<file path="src/rtl/ltsc_pkg.sv">
// ----------------------------------------------------------------------------
// ltsc_pkg
// Shared types and constants for the language tag structure checker: the
// subtag phase codes, the per-tag state record and the byte constants.
// ----------------------------------------------------------------------------
package ltsc_pkg;

  // Byte that separates subtags.
  localparam logic [7:0] SEPARATOR  = 8'h2D;

  // The subtag length counter stops at this value, which fits no class.
  localparam logic [3:0] LENGTH_CAP = 4'd9;

  // Where the parser stands in the tag grammar.
  typedef enum logic [2:0] {
    PH_LANG         = 3'd0,
    PH_AFTER_LANG   = 3'd1,
    PH_AFTER_SCRIPT = 3'd2,
    PH_AFTER_REGION = 3'd3
  } phase_t;

  // Everything the checker remembers between bytes of one tag.
  typedef struct packed {
    phase_t     tag_phase;
    logic [3:0] subtag_length;
    logic       only_letters;
    logic       only_digits;
    logic       only_alnum;
    logic       starts_with_digit;
    logic       verdict_settled;
    logic       settled_value;
  } state_t;

  // State at reset and at the start of every new tag.
  localparam state_t STATE_RESET = '{
    tag_phase:         PH_LANG,
    subtag_length:     4'd0,
    only_letters:      1'b1,
    only_digits:       1'b1,
    only_alnum:        1'b1,
    starts_with_digit: 1'b0,
    verdict_settled:   1'b0,
    settled_value:     1'b0
  };

endpackage

</file>
<file path="src/rtl/ltsc_step.sv">
// ----------------------------------------------------------------------------
// ltsc_step
// Combinational update for one tag byte: classifies the byte, extends the
// current subtag, closes it on a separator or the final byte, and advances
// the grammar phase or fixes the verdict.
// ----------------------------------------------------------------------------
module ltsc_step (
  input  ltsc_pkg::state_t state,
  input  logic [7:0]       char_code,
  input  logic             last_char,
  output ltsc_pkg::state_t state_next,
  output logic             tag_valid
);

  logic             letter;
  logic             digit;
  logic             is_sep;
  logic             closing;
  ltsc_pkg::state_t taken;
  ltsc_pkg::state_t closed;
  logic             c_lang;
  logic             c_single;
  logic             c_script;
  logic             c_region;
  logic             c_variant;
  logic             len_2_3;
  logic             len_5_8;

  // Byte classes; only ASCII letters and digits count.
  assign letter = ((char_code >= 8'h41) && (char_code <= 8'h5A)) ||
                  ((char_code >= 8'h61) && (char_code <= 8'h7A));
  assign digit  = (char_code >= 8'h30) && (char_code <= 8'h39);
  assign is_sep = (char_code == ltsc_pkg::SEPARATOR);
  assign closing = is_sep || last_char;

  // Extend the current subtag with a non-separator byte until the verdict is fixed.
  always_comb begin
    taken = state;
    if (!is_sep && !state.verdict_settled) begin
      if (state.subtag_length == 4'd0) begin
        taken.starts_with_digit = digit;
      end
      taken.only_letters = state.only_letters & letter;
      taken.only_digits  = state.only_digits & digit;
      taken.only_alnum   = state.only_alnum & (letter | digit);
      if (state.subtag_length < ltsc_pkg::LENGTH_CAP) begin
        taken.subtag_length = state.subtag_length + 4'd1;
      end
    end
  end

  // Subtag classes by length and character content.
  assign len_2_3   = (taken.subtag_length == 4'd2) || (taken.subtag_length == 4'd3);
  assign len_5_8   = (taken.subtag_length >= 4'd5) && (taken.subtag_length <= 4'd8);
  assign c_lang    = (len_2_3 || len_5_8) && taken.only_letters;
  assign c_single  = (taken.subtag_length == 4'd1) && taken.only_alnum;
  assign c_script  = (taken.subtag_length == 4'd4) && taken.only_letters;
  assign c_region  = ((taken.subtag_length == 4'd2) && taken.only_letters) ||
                     ((taken.subtag_length == 4'd3) && taken.only_digits);
  assign c_variant = ((taken.subtag_length == 4'd4) && taken.starts_with_digit &&
                      taken.only_alnum) || (len_5_8 && taken.only_alnum);

  // Close the subtag: advance the phase or fix the verdict.
  always_comb begin
    closed = taken;
    if (closing && !taken.verdict_settled) begin
      case (taken.tag_phase)
        ltsc_pkg::PH_LANG: begin
          if (c_lang) begin
            closed.tag_phase = ltsc_pkg::PH_AFTER_LANG;
          end else begin
            closed.verdict_settled = 1'b1;
            closed.settled_value   = 1'b0;
          end
        end
        ltsc_pkg::PH_AFTER_LANG: begin
          if (c_single) begin
            closed.verdict_settled = 1'b1;
            closed.settled_value   = 1'b1;
          end else if (c_script) begin
            closed.tag_phase = ltsc_pkg::PH_AFTER_SCRIPT;
          end else if (c_region || c_variant) begin
            closed.tag_phase = ltsc_pkg::PH_AFTER_REGION;
          end else begin
            closed.verdict_settled = 1'b1;
            closed.settled_value   = 1'b0;
          end
        end
        ltsc_pkg::PH_AFTER_SCRIPT: begin
          if (c_single) begin
            closed.verdict_settled = 1'b1;
            closed.settled_value   = 1'b1;
          end else if (c_region || c_variant) begin
            closed.tag_phase = ltsc_pkg::PH_AFTER_REGION;
          end else begin
            closed.verdict_settled = 1'b1;
            closed.settled_value   = 1'b0;
          end
        end
        default: begin
          // After a region or variant; unused codes behave the same way.
          if (c_single) begin
            closed.verdict_settled = 1'b1;
            closed.settled_value   = 1'b1;
          end else if (c_variant) begin
            closed.tag_phase = ltsc_pkg::PH_AFTER_REGION;
          end else begin
            closed.verdict_settled = 1'b1;
            closed.settled_value   = 1'b0;
          end
        end
      endcase
    end
  end

  // Verdict for a final byte: a tag that was never rejected is valid.
  assign tag_valid = closed.verdict_settled ? closed.settled_value : 1'b1;

  // A separator starts a new subtag; the final byte starts a new tag.
  always_comb begin
    state_next = closed;
    if (is_sep) begin
      state_next.subtag_length     = 4'd0;
      state_next.only_letters      = 1'b1;
      state_next.only_digits       = 1'b1;
      state_next.only_alnum        = 1'b1;
      state_next.starts_with_digit = 1'b0;
    end
    if (last_char) begin
      state_next = ltsc_pkg::STATE_RESET;
    end
  end

endmodule

</file>
<file path="config.mk">
export PLATFORM = sky130hd
export DESIGN_NAME = ltsc_step
export DESIGN_NICKNAME = d
export VERILOG_FILES = /design/src/rtl/ltsc_pkg.sv /design/src/rtl/ltsc_step.sv
export SDC_FILE = /design/constraint.sdc
export NUM_CORES = 1
export LEC_CHECK = 0
export ABC_AREA = 1
export CAP_MARGIN = 20
export CORE_MARGIN = 2
export CORE_UTILIZATION = 66
export DETAILED_ROUTE_END_ITERATION = 10
export DONT_BUFFER_PORTS = 1
export PLACE_DENSITY_LB_ADDON = 0.1
export SYNTH_ARGS = -nofsm -noshare
export SYNTH_HDL_FRONTEND = slang
export SYNTH_SLANG_ARGS = --single-unit
</file>
<file path="constraint.sdc">
create_clock -name vclk -period 2.05
set_clock_uncertainty 0.05 [all_clocks]
set_input_delay 0.205 -clock vclk [all_inputs]
set_output_delay 0.205 -clock vclk [all_outputs]
set_load 0.1 [all_outputs]
</file>
==> metrics.txt, run 1 <==
# TYPE chip_impl_metric gauge
chip_impl_metric{name="die_x",unit="um"} 41.33
chip_impl_metric{name="floorplan.io_pins",unit=""} 36
chip_impl_metric{name="gp_congestion",unit=""} 0.8608
chip_impl_metric{name="synth_warnings",unit=""} 0
chip_impl_metric{name="post_synth.cell_area_avg",unit="um^2"} 5.285
chip_impl_metric{name="io_buffers",unit=""} 0
chip_impl_metric{name="postSynthCellCount",unit=""} 174
chip_impl_metric{name="yosysSeqAreaShare",unit=""} 0
chip_impl_metric{name="netlist_area",unit="um^2"} 919.6
chip_impl_info{name="status",value="aborted with a tool error"} 1
chip_impl_metric{name="synth_cell_type_count",unit=""} 24
chip_impl_info{name="firstError",value="[ERROR DPL-0038] Utilization greater than 100%, impossible to legalize"} 1
chip_impl_metric{name="cell_rows",unit=""} 13
chip_impl_info{name="outcome.stop_stage",value="3_5_place_dp"} 1
chip_impl_metric{name="start_util",unit=""} 0.7067
chip_impl_metric{name="dieHeight",unit="um"} 41.33
chip_impl_metric{name="syn-num-nets",unit=""} 199
==> synthesized netlist by cell type, drive strengths merged <==
| cell type | number | area share |
|---|---|---|
| a211oi | 1 | 0.0082 |
| o21ai | 9 | 0.053 |
| inv | 30 | 0.13 |
| ha | 3 | 0.041 |
| or2 | 1 | 0.0068 |
| nand3 | 18 | 0.12 |
| nand2 | 70 | 0.37 |
| nand3b | 1 | 0.0082 |
| nor2 | 19 | 0.12 |
| a21oi | 11 | 0.072 |
| nand4 | 6 | 0.041 |
| o31ai | 1 | 0.0082 |
| nor3 | 4 | 0.027 |
==> cell families after synthesis <==
group           share of synthesized area
buf+inv                            0.1252
compound gates                     0.1415
simple gates                       0.6925
fa+ha+maj                         0.04082
==> per-stage QoR <==
step	hold slack (ns)	setup slack [ns]	cell area (um^2)
2_1_floorplan	0.4538	-0.3404	1131
3_3_place_gp	0.5310	-0.1188	1568
==> inputs of run 2 (changes only) <==
- CORE_AREA: default -> 2 2 63 65
- CORE_MARGIN: 2 -> default
- CORE_UTILIZATION: 66 -> default
- DIE_AREA: default -> 0 0 65 67
- PLACE_DENSITY_LB_ADDON: 0.1 -> 0.15
==> run 2 against run 1 <==
Against the previous run:
- the flow now finishes, with violations (setup timing)
- area after synthesis unchanged
- synthesized cell count unchanged
==> metrics.txt, run 2 <==
# TYPE chip_impl_metric gauge
chip_impl_info{name="timing.hold.worst.class",value="input pin to output port"} 1
chip_impl_metric{name="cellPowerDensity",unit="nW/um^2"} 309.1
chip_impl_metric{name="die_area",unit="um^2"} 4355
chip_impl_metric{name="comb_power_share",unit=""} 1.000
chip_impl_metric{name="grt_antenna_before_repair",unit=""} 0
chip_impl_info{name="yosys-top-cells-count",value="53 x sky130_fd_sc_hd__nand2_1, 21 x sky130_fd_sc_hd__inv_1, 14 x sky130_fd_sc_hd__nand3_1"} 1
chip_impl_metric{name="dp_worst_setup_slack",unit="ns"} -0.2189
chip_impl_info{name="synth_largest_area_cell",value="sky130_fd_sc_hd__nand2_1"} 1
chip_impl_metric{name="core",unit="um^2"} 3606
chip_impl_metric{name="grt.overflow.total",unit=""} 0
chip_impl_info{name="synth_most_common_cell",value="sky130_fd_sc_hd__nand2_1"} 1
chip_impl_metric{name="power.share.clock",unit=""} 0
chip_impl_metric{name="seqPwrFrac",unit=""} 0
chip_impl_metric{name="post_synth.cell_area_avg",unit="um^2"} 5.285
chip_impl_metric{name="postSynthCellCount",unit=""} 174
chip_impl_metric{name="footprint_of_the_multi_input_gates",unit="um^2"} 1026
chip_impl_metric{name="n_antenna_cell",unit=""} 0
chip_impl_metric{name="crit_required",unit="ns"} 1.79
chip_impl_metric{name="drtIter0Drc",unit=""} 32
chip_impl_metric{name="worst_ir_drop_vdd",unit="mV"} 0.1231
chip_impl_info{name="layout_common_cells",value="41 x sky130_fd_sc_hd__nand2_1, 29 x sky130_fd_sc_hd__buf_4, 18 x sky130_fd_sc_hd__nand2_2"} 1
chip_impl_metric{name="io_buffers",unit=""} 0
chip_impl_metric{name="final.period_utilization",unit=""} 1.118
chip_impl_metric{name="die_x",unit="um"} 65
chip_impl_info{name="synth_top_cells_by_area",value="sky130_fd_sc_hd__nand2_1 22%, sky130_fd_sc_hd__inv_1 8.6%, sky130_fd_sc_hd__nand3_1 7.6%, sky130_fd_sc_hd__nand2_2 7.5%, sky130_fd_sc_hd__nand2_4 6.1%"} 1
chip_impl_metric{name="first_global_vias",unit=""} 1239
chip_impl_metric{name="syn_to_final_growth",unit="%"} 86.94
chip_impl_metric{name="worst_ep_arrival_time",unit="ns"} 2.04
chip_impl_info{name="crit_path_end_kind",value="output port"} 1
chip_impl_metric{name="slew_viol_final",unit=""} 0
chip_impl_info{name="rsz0062_at_grt",value="yes"} 1
chip_impl_metric{name="dieHeight",unit="um"} 67
chip_impl_metric{name="firstDrtPassIters",unit=""} 4
chip_impl_metric{name="netlist_area",unit="um^2"} 919.6
chip_impl_metric{name="p_switching",unit="W"} 0.0003364
chip_impl_metric{name="worst-slew-pin-transition",unit="ns"} 0.4544
chip_impl_info{name="worstSetupPathType",value="input pin to output port"} 1
chip_impl_metric{name="groute.usage.overall",unit=""} 0.1474
chip_impl_metric{name="final-instance-count-excl-fill",unit=""} 264
chip_impl_metric{name="top_area_cell_type_share_of_the_netlist_area",unit=""} 0.2163
chip_impl_metric{name="syn-num-nets",unit=""} 199
chip_impl_metric{name="power.share.switching",unit=""} 0.6331
chip_impl_metric{name="antenna_left",unit=""} 0
chip_impl_info{name="setup.worst_path.start",value="state[6]"} 1
chip_impl_metric{name="flops_and_latches",unit=""} 0
chip_impl_metric{name="grt_pass1_wl",unit="um"} 5278
chip_impl_info{name="status",value="finished with violations"} 1
chip_impl_metric{name="tns",unit="ns"} -0.9130
chip_impl_metric{name="start_util",unit=""} 0.2550
chip_impl_metric{name="cell_rows",unit=""} 22
chip_impl_info{name="cp-start-kind",value="input pin"} 1
chip_impl_metric{name="max_slew_margin",unit=""} 0.6947
chip_impl_metric{name="highest_clock_frequency_the_design_can_meet",unit="GHz"} 0.4364
chip_impl_metric{name="power_leakage",unit="nW"} 0.8332
chip_impl_metric{name="final_net_count",unit=""} 243
chip_impl_metric{name="report.final.setup_viol",unit=""} 6
chip_impl_metric{name="drc",unit=""} 0
chip_impl_metric{name="clockBufferCount",unit=""} 0
chip_impl_metric{name="post-place-cells",unit=""} 261
chip_impl_metric{name="internal_dissipation",unit="W"} 0.0001949
chip_impl_metric{name="hold_slack",unit="ns"} 0.5339
chip_impl_metric{name="critical_path.max_fanout",unit=""} 7
chip_impl_info{name="commonest_non_fill_non_tap_cell_in_the_layout",value="sky130_fd_sc_hd__nand2_1"} 1
chip_impl_info{name="violations",value="setup timing"} 1
chip_impl_metric{name="synth_cell_type_count",unit=""} 24
chip_impl_metric{name="fin_ws",unit="ns"} -0.2415
chip_impl_metric{name="layout-drive-gt1-share",unit=""} 0.5509
chip_impl_metric{name="cap_violations",unit=""} 0
chip_impl_metric{name="period_needed",unit="ns"} 2.291
chip_impl_metric{name="seqCellArea",unit="um^2"} 0
chip_impl_metric{name="yosysSeqAreaShare",unit=""} 0
chip_impl_metric{name="route.detailed.vias_per_inst",unit=""} 4.629
chip_impl_metric{name="dpl.hpwl",unit="um"} 2588
chip_impl_metric{name="via_count",unit=""} 1222
chip_impl_metric{name="route.final.wire_length",unit="um"} 2935
chip_impl_metric{name="gp_congestion",unit=""} 0.7991
chip_impl_metric{name="final_core_util",unit=""} 0.4768
chip_impl_info{name="critPathCapture",value="state_next[0]"} 1
chip_impl_metric{name="finalHoldViolCount",unit=""} 0
chip_impl_metric{name="synth_warnings",unit=""} 0
chip_impl_metric{name="quantity_of_hold_fixing_buffers_added_after_cts",unit=""} 0
chip_impl_metric{name="filler_cell_count",unit=""} 347
chip_impl_metric{name="floorplan.io_pins",unit=""} 36
chip_impl_metric{name="grt_max_degree",unit=""} 11
chip_impl_metric{name="drt-wirelength-per-cell",unit="um"} 11.12
[run 2: critical path, stage by stage]
cell and delay [ns]:
sky130_fd_sc_hd__inv_12 0.02, sky130_fd_sc_hd__ha_4 0.15, sky130_fd_sc_hd__nand2_4 0.07, sky130_fd_sc_hd__nand2_4 0.07
sky130_fd_sc_hd__nand2_2 0.07, sky130_fd_sc_hd__nand2_2 0.04, sky130_fd_sc_hd__nand3_2 0.07, sky130_fd_sc_hd__nand2_4 0.08
sky130_fd_sc_hd__nor2_4 0.13, sky130_fd_sc_hd__inv_2 0.05, sky130_fd_sc_hd__nand2_2 0.08, sky130_fd_sc_hd__nand2_2 0.07
sky130_fd_sc_hd__nand2_2 0.09, sky130_fd_sc_hd__nand2_4 0.07, sky130_fd_sc_hd__nand3_2 0.05, sky130_fd_sc_hd__nand2_1 0.05
sky130_fd_sc_hd__nand2_1 0.05, sky130_fd_sc_hd__nand2_1 0.04, sky130_fd_sc_hd__nand2_1 0.10, sky130_fd_sc_hd__nand2_2 0.10
sky130_fd_sc_hd__a21oi_4 0.18, sky130_fd_sc_hd__buf_12 0.19
[run 2: cell type report]
cell class / instances / area share
multi-input combinational: 144 / 0.5968
tap: 48 / 0.03493
inverter: 30 / 0.1004
timing repair buffer: 42 / 0.2678
[run 2: cell families after synthesis]
family,after synthesis,synth area share
AO/OA/AOI/OAI,22,0.1415
adder cells (fa/ha/maj),3,0.04082
buffers and inverters,30,0.1252
AND/OR/NAND/NOR,119,0.6925
[run 2: worst min-delay path by stage]
| stage | startpoint | end | depth (start not counted) |
|---|---|---|---|
| floorplan | last_char | state_next[0] | 1 |
| global route | last_char | state_next[0] | 2 |
| detailed placement | last_char | state_next[1] | 2 |
| finish | last_char | state_next[0] | 2 |
| CTS | last_char | state_next[0] | 2 |
| global placement | last_char | state_next[0] | 2 |
[run 2: metrics by stage]
step / total power, W / area [um^2]
after floorplan: 0.0003571 / 1131
after global placement: 0.0005062 / 1632
after detailed placement: 0.0005104 / 1632
after CTS: 0.0005251 / 1679
after global routing: 0.0005674 / 1719
final: 0.0005313 / 1719
[run 2: power groups by stage]
stage | logic [W] | registers [W] | clock network [W]
floorplan | 0.000357 | 0 | 0
global placement | 0.000506 | 0 | 0
detailed placement | 0.000510 | 0 | 0
CTS | 0.000525 | 0 | 0
global route | 0.000567 | 0 | 0
finish | 0.000531 | 0 | 0
[run 2: what timing repair did]
item,4_1_cts,5_1_grt
pin swaps,16,15
endpoints found under the setup margin,6,6
buffers inserted,2,1
resized for setup,7,8
[run 2: layer usage]
layer / wire length (um) / global-route usage / vias to the layer above
li1: - / - / 644
met1: 1259 / 0.1790 / 562
met2: 1617 / 0.3041 / 16
met3: 57 / 0 / 0
met4: 0 / 0 / 0
met5: 0 / 0 / -
No activity file was read; power rests on OpenSTA's default activity.
==> inputs of run 3 (changes only) <==
- ABC_CLOCK_PERIOD_IN_PS: default -> 2050
- RECOVER_POWER: default -> 25
==> run 3 against run 2 <==
Against the previous run:
- the run still ends with setup timing left
- combinational power about the same
- cell count unchanged
- critical path type unchanged
- first-iteration DRC count unchanged
- cell area down 0.29%
- fmax about the same
- total power down 0.35%
- critical path depth unchanged
- global-route usage unchanged
- largest power group unchanged
- worst hold slack unchanged
- setup slack about the same
- sequential cell count unchanged
==> metrics.txt, run 3 (synthesis results as in run 2) <==
# TYPE chip_impl_metric gauge
chip_impl_metric{name="route.final.wire_length",unit="um"} 2933
chip_impl_metric{name="finalHoldViolCount",unit=""} 0
chip_impl_metric{name="tns",unit="ns"} -0.9122
chip_impl_metric{name="postPlaceCellArea",unit="um^2"} 1632
chip_impl_metric{name="core",unit="um^2"} 3606
chip_impl_metric{name="dpl.hpwl",unit="um"} 2588
chip_impl_info{name="timing.critical_path.slowest_stage_cell",value="sky130_fd_sc_hd__buf_12"} 1
chip_impl_metric{name="layout-drive-gt1-share",unit=""} 0.5509
chip_impl_metric{name="comb_power_share",unit=""} 1.000
chip_impl_info{name="violations",value="setup timing"} 1
chip_impl_info{name="maxUsedRoutingLayer",value="met3"} 1
chip_impl_metric{name="period_needed",unit="ns"} 2.291
chip_impl_metric{name="slew_viol_final",unit=""} 0
chip_impl_metric{name="groute.usage.overall",unit=""} 0.1474
chip_impl_metric{name="critical_path.max_fanout",unit=""} 7
chip_impl_metric{name="die_x",unit="um"} 65
chip_impl_metric{name="n_antenna_cell",unit=""} 0
chip_impl_metric{name="firstDrtPassIters",unit=""} 4
chip_impl_metric{name="cellPowerDensity",unit="nW/um^2"} 308.9
chip_impl_metric{name="wl_met1",unit="um"} 1259
chip_impl_metric{name="worst-path-buf-inv",unit=""} 3
chip_impl_metric{name="die_area",unit="um^2"} 4355
chip_impl_metric{name="clockBufferCount",unit=""} 0
chip_impl_metric{name="final_net_count",unit=""} 243
chip_impl_metric{name="power.share.clock",unit=""} 0
chip_impl_metric{name="drc",unit=""} 0
chip_impl_metric{name="filler_cell_count",unit=""} 348
chip_impl_info{name="setup.worst_path.start",value="state[6]"} 1
chip_impl_metric{name="worst_ir_drop_vdd",unit="mV"} 0.1215
chip_impl_info{name="worst_path_dominant_cell_family",value="simple AND/OR/NAND/NOR gates"} 1
chip_impl_metric{name="start_util",unit=""} 0.2550
chip_impl_info{name="layout_common_cells",value="41 x sky130_fd_sc_hd__nand2_1, 27 x sky130_fd_sc_hd__buf_4, 18 x sky130_fd_sc_hd__nand2_2"} 1
chip_impl_metric{name="cell_rows",unit=""} 22
chip_impl_metric{name="fin_ws",unit="ns"} -0.2412
chip_impl_metric{name="quantity_of_hold_fixing_buffers_added_after_cts",unit=""} 0
chip_impl_metric{name="gp_congestion",unit=""} 0.7991
chip_impl_metric{name="critPathMaxStageDelay",unit="ns"} 0.19
chip_impl_metric{name="drt-wirelength-per-cell",unit="um"} 11.11
chip_impl_metric{name="final_core_util",unit=""} 0.4754
chip_impl_info{name="status",value="finished with violations"} 1
chip_impl_metric{name="via_count",unit=""} 1222
chip_impl_metric{name="dp_worst_setup_slack",unit="ns"} -0.2189
chip_impl_metric{name="power.share.switching",unit=""} 0.6351
chip_impl_metric{name="worst_ep_arrival_time",unit="ns"} 2.04
chip_impl_info{name="timing.hold.worst.class",value="input pin to output port"} 1
chip_impl_info{name="cp-start-kind",value="input pin"} 1
chip_impl_metric{name="grt_max_degree",unit=""} 11
chip_impl_metric{name="design_power_total",unit="W"} 0.0005295
chip_impl_metric{name="grt_antenna_before_repair",unit=""} 0
chip_impl_metric{name="grt.overflow.total",unit=""} 0
chip_impl_metric{name="io_buffers",unit=""} 0
chip_impl_metric{name="syn_to_final_growth",unit="%"} 86.39
chip_impl_metric{name="internal_dissipation",unit="W"} 0.0001932
chip_impl_info{name="rsz0062_at_grt",value="yes"} 1
chip_impl_metric{name="flops_and_latches",unit=""} 0
chip_impl_metric{name="crit_required",unit="ns"} 1.79
chip_impl_metric{name="report.final.setup_viol",unit=""} 6
chip_impl_metric{name="highest_clock_frequency_the_design_can_meet",unit="GHz"} 0.4365
chip_impl_metric{name="dieHeight",unit="um"} 67
chip_impl_info{name="timing.critical_path.cells",value="inv_12, ha_4, nand2_4, nand2_4, nand2_2, nand2_2, nand3_2, nand2_4, nor2_4, inv_2, nand2_2, nand2_2, nand2_2, nand2_4, nand3_2, nand2_1, nand2_1, nand2_1, nand2_1, nand2_2, a21oi_4, buf_12"} 1
chip_impl_metric{name="drtIter0Drc",unit=""} 32
chip_impl_info{name="crit_path_end_kind",value="output port"} 1
chip_impl_metric{name="max_slew_margin",unit=""} 0.6438
chip_impl_info{name="commonest_non_fill_non_tap_cell_in_the_layout",value="sky130_fd_sc_hd__nand2_1"} 1
chip_impl_metric{name="worst-slew-pin-transition",unit="ns"} 0.5366
chip_impl_metric{name="final.period_utilization",unit=""} 1.118
chip_impl_metric{name="met3_length",unit="um"} 57
chip_impl_metric{name="final_area",unit="um^2"} 1714
chip_impl_info{name="worstSetupPathType",value="input pin to output port"} 1
chip_impl_metric{name="cap_violations",unit=""} 0
chip_impl_metric{name="seqCellArea",unit="um^2"} 0
chip_impl_metric{name="grt_pass1_wl",unit="um"} 5278
chip_impl_info{name="holdCritStartpoint",value="last_char"} 1
chip_impl_info{name="crit_top_cell",value="sky130_fd_sc_hd__nand2_2"} 1
chip_impl_metric{name="first_global_vias",unit=""} 1239
chip_impl_metric{name="seqPwrFrac",unit=""} 0
chip_impl_metric{name="floorplan.io_pins",unit=""} 36
chip_impl_metric{name="route.detailed.vias_per_inst",unit=""} 4.629
chip_impl_metric{name="detailroute.wirelength.met2",unit="um"} 1616
chip_impl_metric{name="antenna_left",unit=""} 0
chip_impl_metric{name="power_leakage",unit="nW"} 0.8320
chip_impl_metric{name="p_switching",unit="W"} 0.0003363
==> run 3: layout make-up <==
type,instances,area (um^2),share of cell area
Multi-Input combinational cell,144,1026,0.5985
Timing Repair Buffer,42,455.4,0.2657
Inverter,30,172.7,0.1007
Tap cell,48,60.06,0.03504
==> run 3: what timing repair did <==
| action | CTS | global route |
|---|---|---|
| gates resized for setup | 7 | 8 |
| pin swaps | 16 | 15 |
| setup endpoints to repair | 6 | 6 |
| buffers inserted | 2 | 1 |
==> run 3: final timing paths <==
kind | cells past startpoint | end | slack (ns)
worst max-delay path | 22 | state_next[0] | -0.24
worst min-delay path | 2 | state_next[0] | 0.53
==> run 3: per-stage QoR <==
step	hold slack [ns]	std cells
3_5_place_dp	0.5333	261
3_3_place_gp	0.5323	261
2_1_floorplan	0.4538	174
4_1_cts	0.5346	263
5_1_grt	0.5367	264
6_report	0.5339	264
==> run 3: power groups by stage <==
stage          combinational, W  sequential, W  clock (W)
2_1_floorplan          0.000357              0          0
3_3_place_gp           0.000506              0          0
3_5_place_dp           0.000510              0          0
4_1_cts                0.000525              0          0
5_1_grt                0.000566              0          0
6_report               0.000529              0          0
==> run 3: layer usage <==
metal,vias up,track usage
li1,644,-
met1,562,0.1790
met2,16,0.3041
met3,0,0
met4,0,0
met5,-,0
